## config.mk

```make
export PLATFORM = sky130hd
export DESIGN_NAME = drop_tail_queue_service_tracker_unit
export DESIGN_NICKNAME = d
export VERILOG_FILES = /design/src/sv/dtq_pkg.sv /design/src/sv/dtq_ram.sv /design/src/sv/drop_tail_queue_service_tracker_unit.sv
export SDC_FILE = /design/constraint.sdc
export NUM_CORES = 2
export LEC_CHECK = 0
export BUFFER_PORTS_ARGS = -buffer_cell sky130_fd_sc_hd__buf_2
export CAP_MARGIN = 30
export CORE_MARGIN = 8
export CORE_UTILIZATION = 45
export DETAILED_ROUTE_END_ITERATION = 7
export PLACE_DENSITY = 0.61
export RECOVER_POWER = 100
export SLEW_MARGIN = 20
export SYNTH_ARGS = -nofsm -noshare
export SYNTH_HDL_FRONTEND = slang
export SYNTH_SLANG_ARGS = --single-unit
```

## constraint.sdc

```tcl
create_clock -name clk_i -period 9.3 [get_ports clk_i]
set_clock_uncertainty 0.1 [all_clocks]
set_input_delay 1.86 -clock clk_i [delete_from_list [all_inputs] [get_ports clk_i]]
set_output_delay 1.86 -clock clk_i [all_outputs]
set_load 0.02 [all_outputs]
```

## src/sv/dtq_pkg.sv

```systemverilog
`default_nettype none

package dtq_pkg;

  // Queue geometry
  localparam int unsigned QDEPTH = 64;
  localparam int unsigned PTR_W  = $clog2(QDEPTH);
  localparam int unsigned CNT_W  = 7;

  // Field widths
  localparam int unsigned TICK_W = 32;
  localparam int unsigned SVC_W  = 16;
  localparam int unsigned TOT_W  = 32;
  localparam int unsigned OCC_W  = 40;

  // Stream payload widths (padded to whole bytes)
  localparam int unsigned IN_TDATA_W  = 24;
  localparam int unsigned OUT_TDATA_W = 184;

  // Register map
  localparam int unsigned ADDR_W = 3;
  localparam logic [ADDR_W-1:0] ADDR_LINE_LIMIT = 3'd0;
  localparam logic [CNT_W-1:0]  LINE_LIMIT_RST  = 7'd64;
  localparam logic [CNT_W-1:0]  QDEPTH_CNT      = CNT_W'(QDEPTH);

  // One queued customer
  typedef struct packed {
    logic [TICK_W-1:0] arrival_tick;
    logic [SVC_W-1:0]  service_time;
  } entry_t;

  localparam int unsigned ENTRY_W = $bits(entry_t);

  // Per-request sequencer
  typedef enum logic [1:0] {
    ST_IDLE,
    ST_RD,
    ST_EX,
    ST_FIN
  } state_e;

endpackage

`default_nettype wire

```

## src/sv/dtq_ram.sv

```systemverilog
`default_nettype none

// Simple dual-port RAM, one write and one registered read per cycle
module dtq_ram #(
  parameter int unsigned WIDTH = 8,
  parameter int unsigned DEPTH = 16
) (
  input  wire logic                     clk_i,
  input  wire logic                     we_i,
  input  wire logic [$clog2(DEPTH)-1:0] waddr_i,
  input  wire logic [WIDTH-1:0]         wdata_i,
  input  wire logic [$clog2(DEPTH)-1:0] raddr_i,
  output logic      [WIDTH-1:0]         rdata_o
);

  logic [WIDTH-1:0] mem_q [DEPTH];

  always_ff @(posedge clk_i) begin
    if (we_i) begin
      mem_q[waddr_i] <= wdata_i;
    end
    rdata_o <= mem_q[raddr_i];
  end

endmodule

`default_nettype wire

```

## src/sv/drop_tail_queue_service_tracker_unit.sv

```systemverilog
// Drop-tail single-server queue tracker.
// Each request on the slave stream is one simulation tick:
//   s_axis_tdata = {service_time[16:1], arrived[0]}, zero padded to 24 bits.
// Each tick produces exactly one result on the master stream carrying the
// per-tick events (service start, wait of the started entry, drop) and the
// running totals (line length, wait, arrivals, drops, occupancy sum).
// line_limit is written through the APB port at byte address 0; the user must
// write it only while idle, the block does not enforce this. A limit above the
// queue depth acts as the depth. Sequence: a tick passes through four states
// (accept, head read from the entry RAM, update, total/result load); a new
// request is taken only once the previous tick has left these states. The
// RAM's registered read and the wait accumulation after the wait subtraction
// set this sequence.
// The result sits in an output register; the next request is accepted while
// it waits. If the receiver stalls, the following tick holds in its final
// cycle until the output register frees up.
// Reset clears all counters, pointers and the sequencer; line_limit returns
// to 64. Entry RAM contents need no clearing: only pushed entries are read.
`default_nettype none

module drop_tail_queue_service_tracker_unit (
  input  wire logic                             clk_i,
  input  wire logic                             rst_ni,
  // APB configuration port
  input  wire logic                             psel,
  input  wire logic                             penable,
  input  wire logic                             pwrite,
  input  wire logic [dtq_pkg::ADDR_W-1:0]       paddr,
  input  wire logic [31:0]                      pwdata,
  output logic      [31:0]                      prdata,
  output logic                                  pready,
  // Tick requests
  input  wire logic                             s_axis_tvalid,
  output logic                                  s_axis_tready,
  // arrived[0], service_time[16:1], zero pad [23:17]
  input  wire logic [dtq_pkg::IN_TDATA_W-1:0]   s_axis_tdata,
  // Results
  output logic                                  m_axis_tvalid,
  input  wire logic                             m_axis_tready,
  // service_started[0], started_wait[32:1], arrival_dropped[33],
  // line_length[40:34], total_wait[72:41], total_arrivals[104:73],
  // total_drops[136:105], occupancy_sum[176:137], zero pad [183:177]
  output logic      [dtq_pkg::OUT_TDATA_W-1:0]  m_axis_tdata
);

  import dtq_pkg::*;

  state_e state_q, state_d;

  logic [CNT_W-1:0]  line_limit_q;
  logic              arrived_q;
  logic [SVC_W-1:0]  svc_q;

  logic [TICK_W-1:0] tick_q, tick_d;
  logic [SVC_W-1:0]  sl_q, sl_d;
  logic [PTR_W-1:0]  head_q, head_d, tail_q, tail_d;
  logic [CNT_W-1:0]  count_q, count_d;
  logic [TOT_W-1:0]  wait_tot_q, wait_tot_d;
  logic [TOT_W-1:0]  arr_tot_q, arr_tot_d, drop_tot_q, drop_tot_d;
  logic [OCC_W-1:0]  occ_q, occ_d;
  logic              started_q, started_d, dropped_q, dropped_d;
  logic [TOT_W-1:0]  waited_q, waited_d;

  logic                  out_valid_q;
  logic [OUT_TDATA_W-1:0] out_data_q, out_data_d;

  logic              in_accept, out_load, ram_we;
  entry_t            ram_wdata, ram_rdata;
  logic [ENTRY_W-1:0] ram_rdata_raw;

  // Configuration port
  logic cfg_wr;
  assign pready = 1'b1;
  assign cfg_wr = psel && penable && pwrite && (paddr == ADDR_LINE_LIMIT);
  assign prdata = (paddr == ADDR_LINE_LIMIT) ? {{(32-CNT_W){1'b0}}, line_limit_q} : 32'd0;

  always_ff @(posedge clk_i or negedge rst_ni) begin
    if (!rst_ni) begin
      line_limit_q <= LINE_LIMIT_RST;
    end else if (cfg_wr) begin
      line_limit_q <= pwdata[CNT_W-1:0];
    end
  end

  // Entry storage
  dtq_ram #(
    .WIDTH (ENTRY_W),
    .DEPTH (QDEPTH)
  ) u_entry_ram (
    .clk_i   (clk_i),
    .we_i    (ram_we),
    .waddr_i (tail_q),
    .wdata_i (ram_wdata),
    .raddr_i (head_q),
    .rdata_o (ram_rdata_raw)
  );
  assign ram_rdata = entry_t'(ram_rdata_raw);

  // Handshakes
  assign in_accept     = s_axis_tvalid && s_axis_tready;
  assign out_load      = (state_q == ST_FIN) && (!out_valid_q || m_axis_tready);
  assign m_axis_tvalid = out_valid_q;
  assign m_axis_tdata  = out_data_q;

  // Next state
  always_comb begin
    state_d = state_q;
    case (state_q)
      ST_IDLE: if (s_axis_tvalid) state_d = ST_RD;
      ST_RD:   state_d = ST_EX;
      ST_EX:   state_d = ST_FIN;
      ST_FIN:  if (out_load) state_d = ST_IDLE;
      default: state_d = ST_IDLE;
    endcase
  end

  // Sequencer outputs
  always_comb begin
    s_axis_tready = 1'b0;
    case (state_q)
      ST_IDLE: s_axis_tready = 1'b1;
      default: s_axis_tready = 1'b0;
    endcase
  end

  // Tick update: counters, pop of the head, push or drop
  logic [TICK_W-1:0] tick_inc;
  logic [SVC_W-1:0]  sl_dec;
  logic [OCC_W:0]    occ_sum;
  logic              pop, push;
  logic [CNT_W-1:0]  count_mid, limit_eff;

  always_comb begin
    tick_inc  = (tick_q == '1) ? tick_q : tick_q + 1'b1;
    sl_dec    = (sl_q != '0) ? sl_q - 1'b1 : sl_q;
    occ_sum   = {1'b0, occ_q} + (OCC_W+1)'(count_q);
    pop       = (sl_dec == '0) && (count_q != '0);
    count_mid = pop ? count_q - 1'b1 : count_q;
    limit_eff = (line_limit_q > QDEPTH_CNT) ? QDEPTH_CNT : line_limit_q;
    push      = arrived_q && (count_mid < limit_eff);

    ram_we                 = (state_q == ST_EX) && push;
    ram_wdata.arrival_tick = tick_inc;
    ram_wdata.service_time = svc_q;

    tick_d     = tick_q;
    sl_d       = sl_q;
    occ_d      = occ_q;
    head_d     = head_q;
    tail_d     = tail_q;
    count_d    = count_q;
    arr_tot_d  = arr_tot_q;
    drop_tot_d = drop_tot_q;
    started_d  = started_q;
    dropped_d  = dropped_q;
    waited_d   = waited_q;

    if (state_q == ST_EX) begin
      tick_d    = tick_inc;
      occ_d     = occ_sum[OCC_W] ? {OCC_W{1'b1}} : occ_sum[OCC_W-1:0];
      sl_d      = pop ? ram_rdata.service_time : sl_dec;
      head_d    = pop ? ((head_q == PTR_W'(QDEPTH-1)) ? '0 : head_q + 1'b1) : head_q;
      tail_d    = push ? ((tail_q == PTR_W'(QDEPTH-1)) ? '0 : tail_q + 1'b1) : tail_q;
      count_d   = push ? count_mid + 1'b1 : count_mid;
      started_d = pop;
      waited_d  = pop ? tick_inc - ram_rdata.arrival_tick : '0;
      dropped_d = arrived_q && !push;
      if (arrived_q && (arr_tot_q != '1)) begin
        arr_tot_d = arr_tot_q + 1'b1;
      end
      if (arrived_q && !push && (drop_tot_q != '1)) begin
        drop_tot_d = drop_tot_q + 1'b1;
      end
    end
  end

  // Wait accumulation and result assembly
  logic [TOT_W:0] wait_sum;

  always_comb begin
    wait_sum   = {1'b0, wait_tot_q} + {1'b0, waited_q};
    wait_tot_d = out_load ? (wait_sum[TOT_W] ? {TOT_W{1'b1}} : wait_sum[TOT_W-1:0])
                          : wait_tot_q;
    out_data_d = {7'd0, occ_q, drop_tot_q, arr_tot_q, wait_tot_d, count_q,
                  dropped_q, waited_q, started_q};
  end

  // Control and state registers
  always_ff @(posedge clk_i or negedge rst_ni) begin
    if (!rst_ni) begin
      state_q     <= ST_IDLE;
      tick_q      <= '0;
      sl_q        <= '0;
      occ_q       <= '0;
      head_q      <= '0;
      tail_q      <= '0;
      count_q     <= '0;
      wait_tot_q  <= '0;
      arr_tot_q   <= '0;
      drop_tot_q  <= '0;
      out_valid_q <= 1'b0;
    end else begin
      state_q    <= state_d;
      tick_q     <= tick_d;
      sl_q       <= sl_d;
      occ_q      <= occ_d;
      head_q     <= head_d;
      tail_q     <= tail_d;
      count_q    <= count_d;
      wait_tot_q <= wait_tot_d;
      arr_tot_q  <= arr_tot_d;
      drop_tot_q <= drop_tot_d;
      if (out_load) begin
        out_valid_q <= 1'b1;
      end else if (m_axis_tready) begin
        out_valid_q <= 1'b0;
      end
    end
  end

  // Payload registers
  always_ff @(posedge clk_i) begin
    if (in_accept) begin
      arrived_q <= s_axis_tdata[0];
      svc_q     <= s_axis_tdata[SVC_W:1];
    end
    started_q <= started_d;
    dropped_q <= dropped_d;
    waited_q  <= waited_d;
    if (out_load) begin
      out_data_q <= out_data_d;
    end
  end

  // Checks
  a_count_bound: assert property (@(posedge clk_i) disable iff (!rst_ni)
    count_q <= QDEPTH_CNT)
    else $error("queue occupancy beyond depth");

  a_ptr_count: assert property (@(posedge clk_i) disable iff (!rst_ni)
    (tail_q - head_q) == count_q[PTR_W-1:0])
    else $error("head/tail pointers disagree with occupancy");

  a_accept_read: assert property (@(posedge clk_i) disable iff (!rst_ni)
    in_accept |=> (state_q == ST_RD))
    else $error("accepted request did not start a head read");

  a_no_overwrite: assert property (@(posedge clk_i) disable iff (!rst_ni)
    (out_valid_q && !m_axis_tready) |=> $stable(out_data_q))
    else $error("pending result overwritten");

  a_len_bound: assert property (@(posedge clk_i) disable iff (!rst_ni)
    out_valid_q |-> (out_data_q[40:34] <= QDEPTH_CNT))
    else $error("reported line length beyond depth");

endmodule

`default_nettype wire
```

==> reports/metrics.csv <==
stage,metric,value,unit
timing,Highest Clock Rate,0.120,GHz
power_and_ir_drop,register share of total power,48.7,%
floorplan,die area,326000,µm²
min_path,WHS Path Cells,0,
global_route,vias in the first global route,66700,
global_route,largest net degree at the start of global routing,145,
synthesis,synthesized flop and latch total,3561,
timing,"Setup violations, final",0,
drt,routed wire length,346000,µm
floorplan,row count,203,
timing,Worst slew margin,-170,%
global_route,initial antenna violation count,27,
synthesis,Synth Area in Compound Gates,1.51,%
timing,minimum clock period,8.36,ns
power_and_ir_drop,power density over cell area,253,nW/µm²
drt,TritonRoute pass-1 iters,6,
floorplan,Initial Util,45.3,%
power_and_ir_drop,Sw Pwr,10.3,mW
layout,Multi-input gate area,32100,µm²
synthesis,top_reg_cell synth,edfxtp_1,
drt,DRT antenna net count,0,
synthesis,Ys Warns,0,
clock_network,Clock Root Buffer,clkbuf_16,
drt,via density per instance,5.93,
clock_network,H-tree depth,5,
clock_network,post-CTS sizing,0,
synthesis,simple-gate share of the synthesized area,2.49,%
place,GP Congestion,0.799,
place,I/O Buffers,219,
timing,crit share post-route,89.9,%
clock_network,CTS Hold Buffers Added,0,
floorplan,IO Pins,285,
drt,via count,66200,
clock_network,worst skew pair latency,0.90,ns
clock_network,postcts setup bufs,0,
timing,RSZ-0062 raised after global routing,no,
synthesis,"Distinct cells, synth",91,
layout,Reg area,105000,µm²
synthesis,Post-synth EDFFs,3300,
drt,DRC viols,0,
layout,Finished Core Util,51.4,%
synthesis,syn_area_per_cell,22.1,µm²
synthesis,register area share after synthesis,76.1,%
setup_path,R2R depth,19,
synthesis,largest family of logic cells by synthesized area,multiplexers,
floorplan,Core Area,306000,µm²
power_and_ir_drop,leakage,49.7,nW
status,violated checks,"max-capacitance violations, max-slew violations",
power_and_ir_drop,switching share of power,25.8,%
layout,Layout area overhead,13.5,%
drt,Iter 0 DRT Violations,7744,
synthesis,post-synthesis cell area,139000,µm²
power_and_ir_drop,Int Pwr,29.5,mW
setup_path,Worst Path Required,9.67,ns
floorplan,Die H,571,µm
setup_path,crit-path max cell delay,1.56,ns
global_route,global-route usage over all layers,20.8,%
setup_path,"Data arrival, critical path",8.73,ns
setup_path,"critical path, cell by cell","inv_1, ha_1, nor3b_1, nand2_1, or4_1, a211oi_1, nand4b_1, or4_1, xnor2_1, ha_1, or4b_2, a21oi_1, a31oi_1, maj3_1, o31ai_4, and2_2, nand4b_4, nor2_1, clkbuf_1",
clock_network,CTS Buffer Depth,4,
synthesis,async set-reset flop share out of synthesis,5.98,%
clock_network,cts bufs inserted,363,
min_path,Hold Crit Class,flip-flop to flip-flop,
synthesis,Synth Area in XOR/XNOR,1.38,%
layout,Layout Nets,6925,
floorplan,Die Wd,571,µm
setup_path,CP max FO,20,
layout,share of cells above drive strength 1,25.5,%
layout,fill count,23800,
synthesis,Mapped Cells,6260,
synthesis,mux share of post-synthesis cell area,16.5,%
setup_path,crit path kind,flip-flop to flip-flop,
power_and_ir_drop,power share of the combinational group,14.8,%
power_and_ir_drop,clock share of power,36.5,%
global_route,global route overflow,0,
timing,final hold vios,0,
clock_network,Clock Sink Count,3561,
setup_path,CP max stage cell,clkbuf_1,
clock_network,TritonCTS clock tree,built,
timing,Tightest Pin Transition,4.06,ns
clock_network,register clock-pin slew on the reported worst setup and hold paths,0.06,ns
global_route,global-route wire length before repair,492000,µm
setup_path,CP Launch Type,flip-flop,
flow_run,max cap viols,92,
power_and_ir_drop,maximum VDD drop,0.295,mV
drt,drt wl/cell,31.0,µm
synthesis,adder-cell area share of the yosys netlist,0.837,%
status,outcome,"finished, violations left",
timing,final count of pins violating max slew,4430,
setup_path,Critical Path End Type,flip-flop,
setup_path,R2R Setup Slk,0.94,ns
timing,Fin Setup TNS,0,ns
place,Detailed Place HPWL,196000,µm
final timing paths:
check                               start                        end
worst max register to register    sl_q[0]  u_entry_ram.mem_q[11][46]
min in group asynchronous          rst_ni              m_axis_tvalid
worst min-delay path            started_q            m_axis_tdata[0]
max in group asynchronous          rst_ni                  occ_q[26]
worst max-delay path              sl_q[0]  u_entry_ram.mem_q[11][46]
worst min register to register  started_q            m_axis_tdata[0]
state kept, by name, indices dropped and copies added, names as in the netlist, 32 cells and up:
| register | flops |
|---|---|
| wait_tot_q | 32 |
| arr_tot_q | 32 |
| u_entry_ram.mem_q | 3072 |
| occ_q | 40 |
| u_entry_ram.rdata_o | 48 |
| drop_tot_q | 32 |
| tick_q | 32 |
| m_axis_tdata | 177 |
| waited_q | 32 |
placed cells by master (no fill, tap or decap), drive strengths merged, types with 14 or more instances in the layout:
cell,synthesis,layout
a31oi,21,21
edfxtp,3300,3300
mux4,1008,1008
buf,123,118
dfrtp,212,212
nand2b,21,21
o22a,32,32
xor2,79,79
nor3,30,30
clkinv,0,144
ha,87,87
clkbuf,193,765
nand4,31,31
a21oi,82,82
and2,29,29
nor2,184,184
xnor2,138,138
o21ai,56,56
dfxtp,48,48
and3,57,57
mux2,15,15
inv,76,88
bufinv,0,38
conb,2,33
a21o,31,31
nor2b,14,14
nand3,75,75
and4,14,14
nand2,150,150
metrics by stage:
step	cell area [µm²]	std cells	power, mW	hold WS, ns	setup slack (ns)
floorplan	139000	6291	23.6	0.300	1.26
global placement	146000	10500	25.5	0.301	1.37
detailed placement	147000	10500	25.6	0.308	1.45
CTS	158000	11200	40.1	0.325	1.49
global route	157000	11200	41.2	0.345	0.532
finish	157000	11200	39.8	0.321	0.939
area by class of cell:
type / instances / area share (%)
Clock buffer: 454 / 6.14
Sequential cell: 3561 / 67.0
Antenna cell: 10 / 0.0159
Timing Repair Buffer: 429 / 1.60
Tap cell: 4100 / 3.26
Clock inverter: 202 / 1.38
Inverter: 76 / 0.181
Multi-Input combinational cell: 2338 / 20.4
logic make-up after synthesis:
group	count (synthesis)
other cells	2
xor+xnor	217
mux	1024
buf+inv	392
flops	3561
compound gates	308
fa+ha+maj	91
simple gates	665
power by group through the flow:
stage	sequential, mW	clock, mW	combinational [mW]
detailed placement	19.6	0	6.07
floorplan	19.8	0	3.76
CTS	19.2	14.8	6.09
finish	19.4	14.5	5.90
global placement	19.6	0	5.95
global route	19.4	15.3	6.41
per-layer routing:
layer | GRT usage [%] | vias to the layer above | part of all wire [%]
met5 | 0 | - | 0.0075
met4 | 5.49 | 4 | 2.9
met2 | 33.7 | 2672 | 48
met3 | 3.05 | 518 | 7.4
met1 | 30.0 | 35900 | 42
li1 | - | 27100 | -
synthesized netlist by cell type, types with 11 or more instances:
master	n	share of area, %
edfxtp_1	3300	72
mux4_2	1008	16
dfrtp_1	212	3.8
clkbuf_1	193	0.52
nor2_1	175	0.47
nand2_1	150	0.41
xnor2_1	138	0.87
ha_1	87	0.79
buf_1	83	0.22
a21oi_1	82	0.30
xor2_1	77	0.49
inv_1	76	0.21
nand3_1	72	0.26
and3_1	57	0.26
o21ai_0	51	0.18
dfxtp_1	48	0.69
buf_4	34	0.18
o22a_1	32	0.20
a21o_1	31	0.17
nand4_1	30	0.14
and2_1	27	0.12
nor3_1	27	0.098
a31oi_1	21	0.095
nand2b_1	21	0.095
mux2_2	15	0.12
and4_1	14	0.089
nor2b_1	14	0.063
o21bai_1	11	0.060
o31ai_1	11	0.060
critical path: cells and delay by family, from the launching register on:
family / cells / cell delay (ns)
adders and majority gates: 3 / 0.83
DFF: 1 / 0.48
xor gates and xnor gates: 1 / 0.21
and+or+nand+nor: 9 / 3.75
buffers and inverters: 2 / 1.66
AOI/OAI and AO/OA: 4 / 0.89
(Power assumes the default switching activity.)
